[src/hdl/tlf_pkg.sv]
// ----------------------------------------------------------------------------
// tlf_pkg - shared definitions for the text line folder
// Character codes, widths, reset values and the command and status records
// that pass between the controller and the datapath.
// ----------------------------------------------------------------------------
package tlf_pkg;

    localparam int CHAR_W           = 8;
    localparam int FW_W             = 6;
    localparam int LINE_CAP_DEFAULT = 32;
    localparam int TAB_STOP         = 8;
    localparam int TAB_MASK         = TAB_STOP - 1;

    localparam logic [FW_W-1:0]   FOLD_WIDTH_RESET = 6'd10;
    localparam logic [CHAR_W-1:0] CH_TAB           = 8'd9;
    localparam logic [CHAR_W-1:0] CH_NL            = 8'd10;
    localparam logic [CHAR_W-1:0] CH_SP            = 8'd32;

    // source of the character loaded into the output register
    typedef enum logic [1:0] {
        SEL_FIRST,
        SEL_WORD,
        SEL_P1
    } tlf_sel_t;

    typedef struct packed {
        logic     accept;
        logic     load;
        tlf_sel_t sel;
        logic     last;
    } tlf_cmd_t;

    typedef struct packed {
        logic first_valid;
        logic p1_valid;
        logic slot_free;
    } tlf_status_t;

endpackage

[src/hdl/text_line_folder_top.sv]
// ----------------------------------------------------------------------------
// text_line_folder_top - character stream line folder
// Folds a byte stream so that no output line passes the programmed width.
// ----------------------------------------------------------------------------
// s_* carries one character per transfer: s_tdata is the byte (9 tab,
// 10 newline, 32 space), s_tuser the end-of-text flag, which flushes the
// held blank and word and returns the column to zero. m_* carries the
// folded text; m_tlast marks the final transfer caused by one character.
// cfg_wr_en / cfg_wr_data write the fold width (1..LINE_CAP used; 0 acts
// as 1, larger values as LINE_CAP); write only while the block is idle.
// A character that is held or passed straight through needs no drain,
// so plain text flows at one transfer a cycle while m_tready is high.
// A release or fold sends the first byte, then each held word character
// (at most LINE_CAP - 1, as the held blank uses a column), then any
// trailing byte; input is held off until that drain is done.
// Output appears in the cycle after acceptance.
// Reset empties the hold, clears the column and sets the width to 10.
// When m_tready is low the output register holds its transfer and input
// is not accepted until the register can take the next byte.
// ----------------------------------------------------------------------------
module text_line_folder_top #(
    parameter int LINE_CAP = tlf_pkg::LINE_CAP_DEFAULT
) (
    input  logic                        clk,
    input  logic                        rst_n,
    input  logic                        cfg_wr_en,
    input  logic [tlf_pkg::FW_W-1:0]    cfg_wr_data,
    input  logic                        s_tvalid,
    output logic                        s_tready,
    input  logic [tlf_pkg::CHAR_W-1:0]  s_tdata,   // [7:0] in_char
    input  logic                        s_tuser,   // [0] end_of_text
    output logic                        m_tvalid,
    input  logic                        m_tready,
    output logic [tlf_pkg::CHAR_W-1:0]  m_tdata,   // [7:0] out_char
    output logic                        m_tlast    // last_of_run
);

    localparam int WL_W  = $clog2(LINE_CAP + 1);
    localparam int IDX_W = $clog2(LINE_CAP);

    tlf_pkg::tlf_cmd_t    cmd;
    tlf_pkg::tlf_status_t status;
    logic [WL_W-1:0]      word_len;
    logic [IDX_W-1:0]     rd_addr;

    tlf_controller #(
        .LINE_CAP (LINE_CAP),
        .WL_W     (WL_W),
        .IDX_W    (IDX_W)
    ) u_ctrl (
        .clk      (clk),
        .rst_n    (rst_n),
        .s_tvalid (s_tvalid),
        .s_tready (s_tready),
        .status   (status),
        .word_len (word_len),
        .cmd      (cmd),
        .rd_addr  (rd_addr)
    );

    tlf_datapath #(
        .LINE_CAP (LINE_CAP),
        .WL_W     (WL_W),
        .IDX_W    (IDX_W)
    ) u_dp (
        .clk         (clk),
        .rst_n       (rst_n),
        .cfg_wr_en   (cfg_wr_en),
        .cfg_wr_data (cfg_wr_data),
        .s_tdata     (s_tdata),
        .s_tuser     (s_tuser),
        .m_tvalid    (m_tvalid),
        .m_tready    (m_tready),
        .m_tdata     (m_tdata),
        .m_tlast     (m_tlast),
        .cmd         (cmd),
        .rd_addr     (rd_addr),
        .status      (status),
        .word_len    (word_len)
    );

endmodule

[src/hdl/tlf_datapath.sv]
// ----------------------------------------------------------------------------
// tlf_datapath - line folder datapath
// Holds the fold width, column, held blank and word store, decodes each
// input character and drives the output register on controller command.
// ----------------------------------------------------------------------------
module tlf_datapath #(
    parameter int LINE_CAP = tlf_pkg::LINE_CAP_DEFAULT,
    parameter int WL_W     = $clog2(LINE_CAP + 1),
    parameter int IDX_W    = $clog2(LINE_CAP)
) (
    input  logic                        clk,
    input  logic                        rst_n,
    input  logic                        cfg_wr_en,
    input  logic [tlf_pkg::FW_W-1:0]    cfg_wr_data,
    input  logic [tlf_pkg::CHAR_W-1:0]  s_tdata,
    input  logic                        s_tuser,
    output logic                        m_tvalid,
    input  logic                        m_tready,
    output logic [tlf_pkg::CHAR_W-1:0]  m_tdata,
    output logic                        m_tlast,
    input  tlf_pkg::tlf_cmd_t           cmd,
    input  logic [IDX_W-1:0]            rd_addr,
    output tlf_pkg::tlf_status_t        status,
    output logic [WL_W-1:0]             word_len
);

    localparam int COL_W = $clog2(LINE_CAP + 10);
    localparam int CMP_W = (COL_W > tlf_pkg::FW_W) ? COL_W : tlf_pkg::FW_W;

    logic [tlf_pkg::FW_W-1:0]   fold_width_reg;
    logic [COL_W-1:0]           column_reg, column_next;
    logic                       blank_held_reg, blank_held_next;
    logic                       tab_held_reg, tab_held_next;
    logic [WL_W-1:0]            word_len_reg, word_len_next;
    logic [tlf_pkg::CHAR_W-1:0] word_mem [LINE_CAP];
    logic [tlf_pkg::CHAR_W-1:0] rd_data_reg;
    logic [tlf_pkg::CHAR_W-1:0] p1_char_reg;
    logic                       m_tvalid_reg;
    logic [tlf_pkg::CHAR_W-1:0] m_tdata_reg;
    logic                       m_tlast_reg;

    logic [CMP_W-1:0]           fw_ext;
    logic [CMP_W-1:0]           width_lim;
    logic [COL_W-1:0]           nc;
    logic                       fits;
    logic                       is_tab, is_blank, is_nl;
    logic                       word_full;
    logic [tlf_pkg::CHAR_W-1:0] held_char;
    logic                       first_valid, p1_valid, wr_en;
    logic [tlf_pkg::CHAR_W-1:0] first_char, p1_char, load_char;
    logic [WL_W-1:0]            drain_len;

    // clamp the width into 1..LINE_CAP
    always_comb
    begin
        fw_ext = CMP_W'(fold_width_reg);
        if (fw_ext == '0)
            width_lim = CMP_W'(1);
        else if (fw_ext > CMP_W'(LINE_CAP))
            width_lim = CMP_W'(LINE_CAP);
        else
            width_lim = fw_ext;
    end

    assign is_tab    = (s_tdata == tlf_pkg::CH_TAB);
    assign is_nl     = (s_tdata == tlf_pkg::CH_NL);
    assign is_blank  = is_tab || (s_tdata == tlf_pkg::CH_SP);
    assign nc        = is_tab ? ((column_reg | COL_W'(tlf_pkg::TAB_MASK)) + COL_W'(1))
                              : (column_reg + COL_W'(1));
    assign fits      = (CMP_W'(nc) <= width_lim);
    assign word_full = (word_len_reg == WL_W'(LINE_CAP));
    assign held_char = tab_held_reg ? tlf_pkg::CH_TAB : tlf_pkg::CH_SP;

    always_comb
    begin
        first_valid     = 1'b0;
        first_char      = s_tdata;
        p1_valid        = 1'b0;
        p1_char         = tlf_pkg::CH_NL;
        drain_len       = '0;
        wr_en           = 1'b0;
        column_next     = column_reg;
        blank_held_next = blank_held_reg;
        tab_held_next   = tab_held_reg;
        word_len_next   = word_len_reg;
        priority if (s_tuser)
        begin
            first_valid     = blank_held_reg;
            first_char      = held_char;
            drain_len       = word_len_reg;
            column_next     = '0;
            blank_held_next = 1'b0;
            tab_held_next   = 1'b0;
            word_len_next   = '0;
        end
        else if (is_nl || (is_blank && !fits))
        begin
            // release the hold, then end the line
            first_valid     = 1'b1;
            first_char      = blank_held_reg ? held_char : tlf_pkg::CH_NL;
            p1_valid        = blank_held_reg;
            drain_len       = word_len_reg;
            column_next     = '0;
            blank_held_next = 1'b0;
            tab_held_next   = 1'b0;
            word_len_next   = '0;
        end
        else if (is_blank)
        begin
            first_valid     = blank_held_reg;
            first_char      = held_char;
            drain_len       = word_len_reg;
            column_next     = nc;
            blank_held_next = 1'b1;
            tab_held_next   = is_tab;
            word_len_next   = '0;
        end
        else if (fits)
        begin
            if (blank_held_reg && !word_full)
            begin
                wr_en         = 1'b1;
                word_len_next = word_len_reg + WL_W'(1);
            end
            else
            begin
                first_valid = 1'b1;
            end
            column_next = nc;
        end
        else
        begin
            // fold: newline in place of the blank, or forced before the character
            first_valid     = 1'b1;
            first_char      = tlf_pkg::CH_NL;
            p1_valid        = 1'b1;
            p1_char         = s_tdata;
            drain_len       = blank_held_reg ? word_len_reg : '0;
            column_next     = blank_held_reg ? (COL_W'(word_len_reg) + COL_W'(1))
                                             : COL_W'(1);
            blank_held_next = 1'b0;
            tab_held_next   = 1'b0;
            word_len_next   = '0;
        end
    end

    always_comb
    begin
        unique case (cmd.sel)
            tlf_pkg::SEL_FIRST: load_char = first_char;
            tlf_pkg::SEL_WORD:  load_char = rd_data_reg;
            tlf_pkg::SEL_P1:    load_char = p1_char_reg;
            default:            load_char = first_char;
        endcase
    end

    always_ff @(posedge clk or negedge rst_n)
    begin
        if (!rst_n)
        begin
            fold_width_reg <= tlf_pkg::FOLD_WIDTH_RESET;
            column_reg     <= '0;
            blank_held_reg <= 1'b0;
            tab_held_reg   <= 1'b0;
            word_len_reg   <= '0;
            m_tvalid_reg   <= 1'b0;
        end
        else
        begin
            if (cfg_wr_en)
                fold_width_reg <= cfg_wr_data;
            if (cmd.accept)
            begin
                column_reg     <= column_next;
                blank_held_reg <= blank_held_next;
                tab_held_reg   <= tab_held_next;
                word_len_reg   <= word_len_next;
            end
            if (cmd.load)
                m_tvalid_reg <= 1'b1;
            else if (m_tready)
                m_tvalid_reg <= 1'b0;
        end
    end

    always_ff @(posedge clk)
    begin
        if (cmd.load)
        begin
            m_tdata_reg <= load_char;
            m_tlast_reg <= cmd.last;
        end
        if (cmd.accept)
            p1_char_reg <= p1_char;
    end

    // word store: one write and one registered read a cycle
    always_ff @(posedge clk)
    begin
        if (cmd.accept && wr_en)
            word_mem[word_len_reg[IDX_W-1:0]] <= s_tdata;
        rd_data_reg <= word_mem[rd_addr];
    end

    assign m_tvalid           = m_tvalid_reg;
    assign m_tdata            = m_tdata_reg;
    assign m_tlast            = m_tlast_reg;
    assign word_len           = drain_len;
    assign status.first_valid = first_valid;
    assign status.p1_valid    = p1_valid;
    assign status.slot_free   = !m_tvalid_reg || m_tready;

    a_word_needs_blank: assert property (@(posedge clk) disable iff (!rst_n)
        (word_len_reg != '0) |-> blank_held_reg)
        else $error("word characters held without a held blank");

    a_word_len_bound: assert property (@(posedge clk) disable iff (!rst_n)
        word_len_reg <= WL_W'(LINE_CAP))
        else $error("word length beyond store depth");

    a_load_when_free: assert property (@(posedge clk) disable iff (!rst_n)
        cmd.load |-> (!m_tvalid_reg || m_tready))
        else $error("output register overwritten before transfer");

endmodule

[src/hdl/tlf_controller.sv]
// ----------------------------------------------------------------------------
// tlf_controller - line folder sequencer
// Accepts one character when idle, then drains the held word and the
// trailing character into the output register one transfer a cycle while it is free.
// ----------------------------------------------------------------------------
module tlf_controller #(
    parameter int LINE_CAP = tlf_pkg::LINE_CAP_DEFAULT,
    parameter int WL_W     = $clog2(LINE_CAP + 1),
    parameter int IDX_W    = $clog2(LINE_CAP)
) (
    input  logic                  clk,
    input  logic                  rst_n,
    input  logic                  s_tvalid,
    output logic                  s_tready,
    input  tlf_pkg::tlf_status_t  status,
    input  logic [WL_W-1:0]       word_len,
    output tlf_pkg::tlf_cmd_t     cmd,
    output logic [IDX_W-1:0]      rd_addr
);

    typedef enum logic [1:0] {
        ST_IDLE,
        ST_WORD,
        ST_POST
    } state_t;

    state_t           state_reg, state_next;
    logic [IDX_W-1:0] idx_reg, idx_next;
    logic [WL_W-1:0]  len_reg, len_next;
    logic             p1_pend_reg, p1_pend_next;
    logic             word_done;

    assign word_done = ((WL_W'(idx_reg) + WL_W'(1)) == len_reg);

    always_comb
    begin
        state_next   = state_reg;
        idx_next     = idx_reg;
        len_next     = len_reg;
        p1_pend_next = p1_pend_reg;
        s_tready     = 1'b0;
        rd_addr      = '0;
        cmd.accept   = 1'b0;
        cmd.load     = 1'b0;
        cmd.sel      = tlf_pkg::SEL_FIRST;
        cmd.last     = 1'b0;
        unique case (state_reg)
            ST_IDLE:
            begin
                s_tready = status.slot_free;
                if (s_tvalid && status.slot_free)
                begin
                    cmd.accept   = 1'b1;
                    cmd.load     = status.first_valid;
                    cmd.last     = (word_len == '0) && !status.p1_valid;
                    idx_next     = '0;
                    len_next     = word_len;
                    p1_pend_next = status.p1_valid;
                    if (word_len != '0)
                        state_next = ST_WORD;
                    else if (status.p1_valid)
                        state_next = ST_POST;
                end
            end
            ST_WORD:
            begin
                rd_addr = idx_reg;
                if (status.slot_free)
                begin
                    cmd.load = 1'b1;
                    cmd.sel  = tlf_pkg::SEL_WORD;
                    cmd.last = word_done && !p1_pend_reg;
                    idx_next = idx_reg + IDX_W'(1);
                    // read ahead so the next entry is ready next cycle
                    rd_addr  = idx_reg + IDX_W'(1);
                    if (word_done)
                        state_next = p1_pend_reg ? ST_POST : ST_IDLE;
                end
            end
            ST_POST:
            begin
                if (status.slot_free)
                begin
                    cmd.load   = 1'b1;
                    cmd.sel    = tlf_pkg::SEL_P1;
                    cmd.last   = 1'b1;
                    state_next = ST_IDLE;
                end
            end
            default:
            begin
                state_next = ST_IDLE;
            end
        endcase
    end

    always_ff @(posedge clk or negedge rst_n)
    begin
        if (!rst_n)
        begin
            state_reg   <= ST_IDLE;
            idx_reg     <= '0;
            len_reg     <= '0;
            p1_pend_reg <= 1'b0;
        end
        else
        begin
            state_reg   <= state_next;
            idx_reg     <= idx_next;
            len_reg     <= len_next;
            p1_pend_reg <= p1_pend_next;
        end
    end

    a_word_len_nonzero: assert property (@(posedge clk) disable iff (!rst_n)
        (state_reg == ST_WORD) |-> (len_reg != '0))
        else $error("drain started with an empty word");

    a_idx_in_range: assert property (@(posedge clk) disable iff (!rst_n)
        (state_reg == ST_WORD) |-> (WL_W'(idx_reg) < len_reg))
        else $error("word index past drain length");

    a_post_pending: assert property (@(posedge clk) disable iff (!rst_n)
        (state_reg == ST_POST) |-> p1_pend_reg)
        else $error("trailing transfer without a pending character");

endmodule
[config.mk]
export PLATFORM = sky130hd
export DESIGN_NAME = text_line_folder_top
export DESIGN_NICKNAME = d
export VERILOG_FILES = /design/src/hdl/tlf_pkg.sv /design/src/hdl/text_line_folder_top.sv /design/src/hdl/tlf_datapath.sv /design/src/hdl/tlf_controller.sv
export SDC_FILE = /design/constraint.sdc
export NUM_CORES = 1
export LEC_CHECK = 0
export ABC_AREA = 1
export BUFFER_PORTS_ARGS = -buffer_cell sky130_fd_sc_hd__buf_2
export CAP_MARGIN = 30
export CORE_MARGIN = 5
export CORE_UTILIZATION = 60
export DETAILED_ROUTE_END_ITERATION = 10
export PLACE_DENSITY = 0.86
export SLEW_MARGIN = 20
export SYNTH_ARGS = -nofsm -noshare
export SYNTH_HDL_FRONTEND = slang
export SYNTH_SLANG_ARGS = --single-unit
[constraint.sdc]
create_clock -name clk -period 3.9 [get_ports clk]
set_input_delay 0.39 -clock clk [delete_from_list [all_inputs] [get_ports clk]]
set_output_delay 0.39 -clock clk [all_outputs]
set_load 0.05 [all_outputs]
Word-level counts from Yosys, hierarchy flattened --
Memories as Yosys holds them, arrays and structs flattened. A register that Yosys moved wholly into a read port is not among the register bits. Cells that the tools add are included.
Word-level totals: logic and storage cells 134, register bits 52, memory bits (writable) 256, input bits 20, bits in latches 0, memory bits (read-only) 0, memories 1
Operators by class: shift-type cells 0, divide/modulo/power cells 0, equal/unequal tests 16, bitwise operators 0, muxes and demuxes 71, reductions and logical operators 26, add/sub/neg operators 5, magnitude comparators 2, $mul 0
Memories:
- u_dp.word_mem | words 32, width 8, read ports 1, clocked after memory_dff 1, wr ports 1, RTL line tlf_datapath.sv:35 | logic [tlf_pkg::CHAR_W-1:0] word_mem [LINE_CAP];
Operators by type and width (number):
- $mux W6 | 19
- $mux W8 | 5
- $mux W1 | 28
- $add A6 B1 Y6 const B | 3
- $eq A8 B4 Y1 const B | 2
- $mux W2 | 8
- $pmux W8 S2 | 1
- $mux W5 | 3
- $logic_not A6 Y1 | 2
- $pmux W5 S2 | 1
- $eq A8 B6 Y1 const B | 1
- $mux W4 | 2
- $ne A2 B1 Y1 const B | 4
- $reduce_and A2 Y1 | 4
- $add A5 B1 Y6 const B | 1
- $eq A6 B6 Y1 | 1
- $eq A6 B6 Y1 const B | 1
- $gt A6 B6 Y1 const B | 1
- $le A6 B6 Y1 | 1
- $logic_and A1 B1 Y1 | 6
- $pmux W1 S3 | 2
- $pmux W2 S3 | 1
- $reduce_bool A6 Y1 | 1
- $add A5 B1 Y5 const B | 1
- other kinds (12) | 21

Depth between registers and ports, before layout --
depth in word-level cells 14, depth in mapped cells 20

Cells and area by module --
Synthesis repeated with hierarchy kept, for this count alone.
Second synthesis, totals: cells, all modules 1227, area total of the unflattened synthesis 13773.2 um^2
Modules (own cells, without submodules):
- tlf_datapath | cells an instance 1088, times used 1, area an instance 12802.3 um^2
- tlf_controller | cells an instance 139, times used 1, area an instance 970.9 um^2

Least setup slack after synthesis --
Ideal clock, no wire load.
path type in2reg, from in s_tdata[6] in the netlist's numbering, to mem u_dp.word_mem[25][0] in the netlist's numbering, enable pin, path slack 0.649 ns, setup time 0.370 ns, data arrival time 2.881 ns, stages 19, buffers on the path 1, required time 3.530 ns, path through inv_1 nand2_1 nor2_2 nand2_2 o31ai_1 nand2_1 xnor2_1 ha_1 nand2_1 nor2_1 nand2_1 nand3_1 nand2_1 nand2_1 nand2_1 o21ai_2 buf_6 nand3_4 nor2_1
Between the ends: word-level cells in the longest chain between the ends 11, elaborated cells between the ends (all ways) 16, classes of those cells order compare: 1; eq/ne: 3; mux: 7; reduce/logical: 5
RTL lines:
- start, declared | RTL line text_line_folder_top.sv:30 | input logic [tlf_pkg::CHAR_W-1:0] s_tdata,
- $eq A8 B4 Y1 | RTL line tlf_datapath.sv:65 | assign is_tab = (s_tdata == tlf_pkg::CH_TAB);
- $mux W6 | RTL line tlf_datapath.sv:68 | assign nc = is_tab ? ((column_reg | COL_W'(tlf_pkg::TAB_MASK)) + COL_W'(1))
- $le A6 B6 Y1 | RTL line tlf_datapath.sv:70 | assign fits = (CMP_W'(nc) <= width_lim);
- $logic_not A1 Y1 | RTL line tlf_datapath.sv:96 | else if (is_nl || (is_blank && !fits))
- $logic_and A1 B1 Y1 | RTL line tlf_datapath.sv:96
- $logic_or A1 B1 Y1 | RTL line tlf_datapath.sv:96
- $mux W1 (*) | RTL line tlf_datapath.sv:96
- $mux W1 (*) | RTL line tlf_datapath.sv:86 | priority if (s_tuser)
- $logic_and A1 B1 Y1 (*) | RTL line tlf_datapath.sv:200 | if (cmd.accept && wr_en)
- $mux W1 (*) | RTL line tlf_datapath.sv:200
- $mux W1 (implied by the code) (*) | RTL line tlf_datapath.sv:201 | word_mem[word_len_reg[IDX_W-1:0]] <= s_tdata;
- end, declared | RTL line tlf_datapath.sv:35
Every way passes the cells marked *; elsewhere a longest branch is shown, timed or not.

Worst setup path after layout --
from reg u_dp.column_reg[2], to mem u_dp.word_mem[2][1] in the netlist's numbering, enable pin
Between the ends: word-level cells in the longest chain between the ends 11, elaborated cells between the ends (all ways) 13, classes of those cells add/sub: 1; order compare: 1; mux: 7; reduce/logical: 4
RTL lines:
- start, declared | RTL line tlf_datapath.sv:31 | logic [COL_W-1:0] column_reg, column_next;
- start signal, assigned | RTL line tlf_datapath.sv:174 | column_reg <= column_next;
- $add A6 B1 Y6 (*) | RTL line tlf_datapath.sv:69 | : (column_reg + COL_W'(1));
- $mux W6 (*) | RTL line tlf_datapath.sv:68
- $le A6 B6 Y1 (*) | RTL line tlf_datapath.sv:70
- $logic_not A1 Y1 | RTL line tlf_datapath.sv:96
- $logic_and A1 B1 Y1 | RTL line tlf_datapath.sv:96
- $logic_or A1 B1 Y1 | RTL line tlf_datapath.sv:96
- $mux W1 (*) | RTL line tlf_datapath.sv:96
- $mux W1 (*) | RTL line tlf_datapath.sv:86
- $logic_and A1 B1 Y1 (*) | RTL line tlf_datapath.sv:200
- $mux W1 (*) | RTL line tlf_datapath.sv:200
- $mux W1 (implied by the code) (*) | RTL line tlf_datapath.sv:201
Marks and branches as above.

==> run_results.csv <==
group,metric,value,unit
outcome,status,"complete, no violations",
clock_tree,cts_root_buf,"clkbuf_16",
setup_path,start_kind,"flop",
power,switching_share,32.5,%
finish,diodes,0,
grt,antenna_found_initial,0,
place,preCtsSetupSlack,-0.0502,ns
finish,regArea,0.00924,mm^2
timing,post-route-period-util,94.5,%
finish,final_cells,1677,
setup_path,worstPathArrival,3.88,ns
power,pwr-share-seq,44.3,%
power,switchingPower,3.00,mW
drt,post_drt_via_cell_ratio,5.93,
setup_path,crit_type,"flop to flop",
clock_tree,clock_latency,0.56,ns
worst_hold_path,hold_depth,3,
finish,design_area,0.0157,mm^2
place,dp_cells,1619,
finish,final.fill_count,1647,
clock_tree,clk_pin_slew,0.07,ns
synth,yosys_warnings,0,
synth,synth.distinct_cells,45,
floorplanning,die_y,164,um
drt,drtPass1Iterations,6,
clock_tree,cts_buffer_depth,3,
power,cellLeakagePower,6.00,nW
worst_hold_path,min_path_type,"primary input to flop",
timing,period_needed,3.69,ns
grt,grt.total_usage,25.4,%
clock_tree,post_cts_buffers,0,
clock_tree,cts_tree,"done",
grt,grt_overflow_total,0,
floorplanning,die_w,164,um
place,routabilityCongestion,0.953,
floorplanning,die-area,0.0269,mm^2
synth,synth_edf_count,273,
grt,grt_pass1_wl,52400,um
job,max_cap_viol_count,0,
drt,drc,0,
timing,setup_violations,0,
timing,relSlewSlack,38.9,%
synth,syn_inst,1295,
floorplanning,core_area,0.0234,mm^2
timing,worst_pin_slew,0.916,ns
floorplanning,io_pins,31,
finish,nets,1373,
setup_path,endpoint_kind,"flop",
timing,achievable-frequency,271,MHz
power,p_comb_share,24.2,%
synth,ys_ff_latch,316,
synth,avgSynthCellArea,11.0,um^2
clock_tree,htreeDepth,1,
drt,wire_per_inst,20.3,um
power,internal-power,6.23,mW
power,power_density,587,mW/mm^2
drt,ant_nets,0,
finish,multi_input_area,0.00393,mm^2
drt,drtIter0Drc,1339,
place,hpwl,21700,um
synth,syn_area,0.0142,mm^2
synth,synth_nets,1334,
drt,vias,9940,
finish,largest_reg_flops,256,
timing,hold_viol,0,
place,place_area,0.0147,mm^2
clock_tree,cts_made_buffers,30,
timing,slew_viol_final,0,
timing,finalSetupTns,0,ns
synth,synthFlopType,"edfxtp_1",
setup_path,cp_max_fo,8,
grt,grt_max_degree,136,
synth,synthArstFlopShare,11.1,%
power,p_clk_share,31.5,%
floorplanning,initial_utilization,60.7,%
finish,drive_gt1_share,11.0,%
floorplanning,row_count,56,
timing,skew,0.00961,ns
finish,mostFrequentLayoutCell,"nand2_1",
timing,rsz0062_at_grt,"yes",
setup_path,worstPathRequired,4.09,ns
place,port_buffers,30,
timing,holdWs,0.0352,ns
finish,syn_to_final_growth,10.8,%
clock_tree,cts.sinks,316,
synth,synth_seq_area_share,65.0,%
drt,wl,34100,um
grt,grt_pass1_vias,9572,
timing,fin_ws,0.213,ns
setup_path,reg2reg_depth,15,
power,vdd_drop_max,366,uV
finish,final_cell_mix,"nand2_1 (280), edfxtp_1 (273), inv_1 (187)",
==> layer usage <==
| layer | wire, um | track usage [%] |
|---|---|---|
| met4 | 1160 | 8.69 |
| met2 | 16500 | 43.0 |
| met3 | 3550 | 3.84 |
| met5 | 0 | 0 |
| met1 | 12800 | 34.1 |
==> path summary, 6_finish.rpt <==
kind / startpoint / end / slack (ns)
max reg2reg: u_dp.column_reg[2] / u_dp.word_mem[2][1] / 0.21
min in group asynchronous: rst_n / u_ctrl.idx_reg[0] / 0.47
min reg2reg: u_dp.fold_width_reg[1] / u_dp.fold_width_reg[1] / 0.50
min: cfg_wr_data[1] / u_dp.fold_width_reg[1] / 0.04
max: u_dp.column_reg[2] / u_dp.word_mem[2][1] / 0.21
max in group asynchronous: rst_n / u_dp.word_len_reg[1] / 2.90
==> Yosys cell counts, types with 3 or more instances <==
master | number | share of area (%)
nand2_1 | 280 | 7.4
edfxtp_1 | 273 | 58
inv_1 | 187 | 4.9
o211ai_1 | 130 | 6.9
nand3_1 | 126 | 4.4
nor2_1 | 60 | 1.6
dfrtp_1 | 33 | 5.8
buf_2 | 31 | 1.1
o21ai_0 | 30 | 1.1
ha_1 | 19 | 1.7
a21oi_1 | 14 | 0.49
buf_4 | 12 | 0.63
clkbuf_1 | 12 | 0.32
inv_2 | 10 | 0.26
dfxtp_1 | 8 | 1.1
xor2_1 | 8 | 0.49
o22ai_1 | 7 | 0.31
a221oi_1 | 5 | 0.31
a22o_1 | 4 | 0.25
nand3_2 | 4 | 0.28
nand4_1 | 4 | 0.18
o31ai_1 | 4 | 0.21
buf_6 | 3 | 0.24
mux2_2 | 3 | 0.24
nand2_2 | 3 | 0.13
xnor2_1 | 3 | 0.18
==> cell families after synthesis <==
family | after synthesis | share of synthesized area (%)
multiplexers | 3 | 0.238
XOR/XNOR | 11 | 0.678
AO/OA/AOI/OAI | 206 | 10.3
flip-flops | 316 | 65.0
buffers and inverters | 256 | 7.51
AND/OR/NAND/NOR | 484 | 14.6
adder cells (fa/ha/maj) | 19 | 1.67
==> what timing repair did <==
item                                   in CTS  in global routing
endpoints found under the hold margin      33                  0
setup endpoints to repair                   0                 96
gates resized for setup                     0                  5
hold buffers                                1                  0
==> critical path, cell delays in order (launching register included) <==
cell and delay (ns):
dfrtp_1 0.36, inv_1 0.06, o31ai_1 0.33, nand2_1 0.11, xnor2_1 0.15, ha_1 0.30, nand2_1 0.07, nor2_1 0.17
nand2_1 0.07, nand3_1 0.09, nand2_1 0.09, nand2_1 0.12, nand2_1 0.12, o21ai_2 0.18, nand3_2 0.43, nor2_1 0.66
==> metrics by stage <==
| step | power, mW | util [%] |
|---|---|---|
| after global routing | 9.62 | 67.3 |
| after CTS | 9.21 | 67.1 |
| after floorplan | 5.71 | - |
| after global placement | 6.27 | 62.9 |
| after detailed placement | 6.33 | 62.9 |
| final | 9.24 | 67.3 |
==> final cells by class <==
type	instances	area share (%)
Inverter	197	4.70
Tap cell	319	2.53
Timing Repair Buffer	66	2.84
Sequential cell	316	58.7
Clock inverter	22	1.45
Clock buffer	34	4.86
Multi-Input combinational cell	723	25.0
==> power by group through the flow <==
stage / Sequential [mW] / Combinational (mW) / Clock, mW
floorplan: 4.28 / 1.44 / 0
global placement: 4.15 / 2.12 / 0
detailed placement: 4.16 / 2.18 / 0
CTS: 4.09 / 2.19 / 2.93
global route: 4.11 / 2.43 / 3.08
finish: 4.09 / 2.23 / 2.91
(Power assumes the default switching activity.)
